File: src/rtl/bmpdec_pkg.sv
// ----------------------------------------------------------------------------
// BMP palette decoder package
// Shared command and status types and result status codes.
// ----------------------------------------------------------------------------
package bmpdec_pkg;

    localparam logic [2:0] STS_PIXEL      = 3'd0;
    localparam logic [2:0] STS_NOT_BMP    = 3'd1;
    localparam logic [2:0] STS_BAD_HDR    = 3'd2;
    localparam logic [2:0] STS_BAD_PLANES = 3'd3;
    localparam logic [2:0] STS_BAD_DEPTH  = 3'd4;
    localparam logic [2:0] STS_TOO_LARGE  = 3'd5;

    localparam logic [7:0] SIG_B      = 8'h42;
    localparam logic [7:0] SIG_M      = 8'h4D;
    localparam logic [31:0] HDR_OS2   = 32'd12;
    localparam logic [31:0] HDR_WIN   = 32'd40;
    localparam logic [5:0] FHDR_BYTES = 6'd14;

    // Commands from the controller to the datapath.
    typedef struct packed {
        logic latch;   // capture the input byte
        logic parse;   // run the byte through the parser
        logic fetch;   // read one palette entry into the result register
        logic finish;  // close a pixel byte: padding count and row wrap
    } cmd_t;

    // Status from the datapath to the controller.
    typedef struct packed {
        logic err_out;   // the byte being parsed raises an error result
        logic pix_byte;  // the byte being parsed is a pixel-phase byte
        logic col_left;  // the current row still has columns to emit
        logic avail;     // another pixel is due from the current byte
        logic out_err;   // the result register holds an error result
    } sts_t;

endpackage

File: src/rtl/bmpdec_ctrl.sv
// ----------------------------------------------------------------------------
// BMP palette decoder controller
// Sequences byte capture, parsing, palette reads and result transfers.
// ----------------------------------------------------------------------------
module bmpdec_ctrl (
    input  logic               aclk,
    input  logic               aresetn,
    input  logic               s_tvalid,
    output logic               s_tready,
    output logic               m_tvalid,
    input  logic               m_tready,
    input  bmpdec_pkg::sts_t   sts,
    output bmpdec_pkg::cmd_t   cmd
);
    import bmpdec_pkg::*;

    typedef enum logic [4:0] {
        CS_WAIT  = 5'b00001,
        CS_PARSE = 5'b00010,
        CS_FETCH = 5'b00100,
        CS_SHOW  = 5'b01000,
        CS_END   = 5'b10000
    } cstate_t;

    cstate_t state_reg, state_next;

    always_ff @(posedge aclk) begin
        if (!aresetn) begin
            state_reg <= CS_WAIT;
        end else begin
            state_reg <= state_next;
        end
    end

    always_comb begin
        state_next = state_reg;
        cmd        = '0;
        unique case (state_reg)
            CS_WAIT: begin
                if (s_tvalid) begin
                    cmd.latch  = 1'b1;
                    state_next = CS_PARSE;
                end
            end
            CS_PARSE: begin
                cmd.parse = 1'b1;
                if (sts.err_out) begin
                    state_next = CS_SHOW;
                end else if (sts.pix_byte) begin
                    state_next = sts.col_left ? CS_FETCH : CS_END;
                end else begin
                    state_next = CS_WAIT;
                end
            end
            CS_FETCH: begin
                cmd.fetch  = 1'b1;
                state_next = CS_SHOW;
            end
            CS_SHOW: begin
                if (m_tready) begin
                    if (sts.out_err) begin
                        state_next = CS_WAIT;
                    end else if (sts.avail) begin
                        state_next = CS_FETCH;
                    end else begin
                        state_next = CS_END;
                    end
                end
            end
            CS_END: begin
                cmd.finish = 1'b1;
                state_next = CS_WAIT;
            end
            default: begin
                state_next = CS_WAIT;
            end
        endcase
    end

    assign s_tready = (state_reg == CS_WAIT);
    assign m_tvalid = (state_reg == CS_SHOW);

endmodule

File: config.mk
export PLATFORM = sky130hd
export DESIGN_NAME = bmpdec_ctrl
export DESIGN_NICKNAME = d
export VERILOG_FILES = /design/src/rtl/bmpdec_pkg.sv /design/src/rtl/bmpdec_ctrl.sv
export SDC_FILE = /design/constraint.sdc
export NUM_CORES = 1
export LEC_CHECK = 0
export BUFFER_PORTS_ARGS = -buffer_cell sky130_fd_sc_hd__buf_2
export CAP_MARGIN = 30
export CORE_AREA = 2 2 39 41
export CTS_CLUSTER_DIAMETER = 150
export DETAILED_ROUTE_END_ITERATION = 6
export DIE_AREA = 0 0 41 43
export PLACE_DENSITY_LB_ADDON = 0.08
export SKIP_LAST_GASP = 1
export SLEW_MARGIN = 20
export SYNTH_ARGS = -nofsm -noshare
export SYNTH_HDL_FRONTEND = slang
export SYNTH_SLANG_ARGS = --single-unit
File: constraint.sdc
create_clock -name aclk -period 2 [get_ports aclk]
set_clock_uncertainty 0.1 [all_clocks]
set_input_delay 0.2 -clock aclk [delete_from_list [all_inputs] [get_ports aclk]]
set_output_delay 0.2 -clock aclk [all_outputs]
set_load 0.05 [all_outputs]
==> run summary <==
insertion delay to the later sink of the worst-skew pair -> 250 ps
Post-synth EDFFs -> 0
post-route standard cell area excluding fillers -> 502 µm²
aggregate global-route resource usage -> 12.0%
Vias per Instance -> 4.91
clock transition at the registers of the reported paths -> 50 ps
maximum ir drop on the vdd rail -> 0.385 mV
Diodes inserted -> 0
number of max-slew violations in the final report -> 0
Leakage -> 0.198 nW
width of the chip -> 41 µm
root buf cell -> sky130_fd_sc_hd__clkbuf_4
post-detailed-route wirelength per cell -> 11.3 µm
mean post-synth cell area -> 8.56 µm²
DRC Markers -> 0
Hold Path Cell Cnt -> 2
total setup buffers inserted after CTS -> 0
iteration-0 DRC count of the detailed router -> 2
number of standard-cell rows in the floorplan -> 14
number of global-route vias before repair -> 372
Final Cycle Share -> 98.1%
depth of the worst register-to-register path -> 4
setup repair after global routing missed its margin -> true
cell area reported after detailed placement -> 470 µm²
type of the worst setup path -> reg -> out
CP startpoint kind -> flop
worst relative slew slack -> 74.0%
net total in the final layout -> 70
vertical die dimension -> 43 µm
leading cell type in the layout, fill and taps excluded -> sky130_fd_sc_hd__buf_2
CTS Buf Count -> 3
number of H-tree levels -> 1
sequential-to-total area share from yosys stat -> 30.8%
Critical Path End Type -> primary output
Routed WL -> 859 µm
Final Wtd Congestion -> 0.722
number of buffers inserted by port buffering -> 14
status -> completed
number of distinct library cells after synthesis -> 24
global route total overflow -> 0
buffers from clock root to sink, at most -> 2
reg-to-reg slack, setup -> 60 ps
min Tclk post-route -> 1960 ps
worst hold path startpoint -> aresetn
Hold Crit Class -> in -> reg
initial antenna violation count -> 0
Synth-to-Final Area Change -> 54.2%
final antenna-violating net count -> 0
TritonCTS Sinks -> 5
cell count after synthesis -> 38
data arrival time of the critical path -> 1660 ps
final core area utilization -> 36.3%
sum of net half-perimeters after detailed placement -> 722 µm
number of synthesized register bits -> 5
highest clock rate -> 510 MHz
Power Dens Cells -> 650 nW/µm²
total power -> 326 µW
commonest cells after routing, fill and taps aside -> 13 x sky130_fd_sc_hd__buf_2, 5 x sky130_fd_sc_hd__buf_4, 4 x sky130_fd_sc_hd__nor2_1, 4 x sky130_fd_sc_hd__dfxtp_1
CTS tree -> built
cell-by-cell listing of the critical path -> or3_4, or3b_4, clkinvlp_4, buf_4
full die area -> 1760 µm²
wire length of the first global-routing pass -> 1390 µm
number of warnings reported in the yosys synthesis log -> 0
post-synthesis async set-or-reset flop share -> 0%
drt first pass iters -> 3
post-synth design cell area -> 325 µm²
fraction of layout cells with a size suffix above 1 -> 53.3%
Core Area -> 1380 µm²
Final Setup Violations -> 0
destination of the worst hold path -> state_reg[1]
maximum number of pins on one net before global-route repair -> 7
Final Hold Fails -> 0
Critical R2R Launch -> state_reg[4]
effective utilization at floorplan -> 23.5%
reported max-cap violation count -> 0
top fanout value on the critical path -> 5
Crit path required time -> 1700 ps
critical-path cell with the highest stage delay -> sky130_fd_sc_hd__or3b_4
Largest register FFs -> 5
Worst R2R End -> state_reg[4]
I/O pin count -> 15
Post-Synthesis Net Count -> 47
measured slew at the worst slew-check pin -> 389 ps
worst hold margin -> 113 ps
max incr delay on CP -> 400 ps
total number of vias -> 373
Primary FF master, synth -> sky130_fd_sc_hd__dfxtp_1
critical path: cells and delay by family, from the launching register on:
family                 cells  cell delay, ps
buffers and inverters      2             310
AND/OR/NAND/NOR            2             770
flip-flops                 1             330
timing repair:
item / 4_1_cts / 5_1_grt
endpoints found under the setup margin: 2 / 2
hold buffers: 0 / 0
pin swaps: 1 / 0
resized for setup: 1 / 1
synth_stat cells (2+ instances only):
| library cell | count | area [µm²] |
|---|---|---|
| sky130_fd_sc_hd__dfxtp_1 | 5 | 100 |
| sky130_fd_sc_hd__nor2_1 | 5 | 18.8 |
| sky130_fd_sc_hd__nand2b_1 | 3 | 18.8 |
| sky130_fd_sc_hd__a21oi_1 | 2 | 10.0 |
| sky130_fd_sc_hd__nand2_1 | 2 | 7.51 |
| sky130_fd_sc_hd__nor3b_1 | 2 | 15.0 |
| sky130_fd_sc_hd__or3_1 | 2 | 12.5 |
worst max path at each step:
stage / slack, ps / to / start / depth (start not counted)
after floorplan: 3 / state_reg[2] / state_reg[1] / 5
after global placement: 50 / state_reg[4] / state_reg[4] / 4
after detailed placement: 10 / state_reg[4] / state_reg[4] / 4
after CTS: 20 / m_tvalid / state_reg[4] / 4
after global routing: -20 / m_tvalid / state_reg[4] / 4
final: 40 / m_tvalid / state_reg[4] / 4
final cells by class:
class	instances	area (µm²)
Timing Repair Buffer	18	103
Multi-Input combinational cell	32	243
Clock inverter	1	5.00
Clock buffer	3	22.5
Tap cell	16	20.0
Fill cell	159	882
Sequential cell	5	101
Inverter	1	7.51
cell families (layout without fill, tap and decap cells):
| logic type | Yosys count | count (layout) | synth area share [%] |
|---|---|---|---|
| AND/OR/NAND/NOR | 22 | 22 | 43.5 |
| AO/OA/AOI/OAI | 9 | 9 | 21.9 |
| flip-flops | 5 | 5 | 30.8 |
| XOR/XNOR | 1 | 1 | 2.69 |
| buffers and inverters | 1 | 23 | 1.15 |
layer usage:
layer	GRT usage [%]	up-vias	routed length [µm]	share of wire [%]
li1	-	189	-	-
met5	0	-	0	0
met2	20.0	8	470	55
met4	2.00	0	0	0
met3	7.85	0	34	4.0
met1	11.9	176	354	41
power by group:
group | leakage [nW] | switching [mW] | internal (mW) | total [mW]
sequential | 0.0411 | 0.00521 | 0.105 | 0.110
clock | 0.0177 | 0.0473 | 0.0727 | 0.120
combinational | 0.139 | 0.0569 | 0.0392 | 0.0961
through the flow:
stage,cells,setup WS [ps],setup TNS (ps)
6_report,76,38.3,0
5_1_grt,76,-20.2,-36.4
4_1_cts,76,24.2,0
3_5_place_dp,72,13.4,0
3_3_place_gp,72,54.9,0
2_1_floorplan,38,3.39,0
Power figures use the tool's default switching activity.
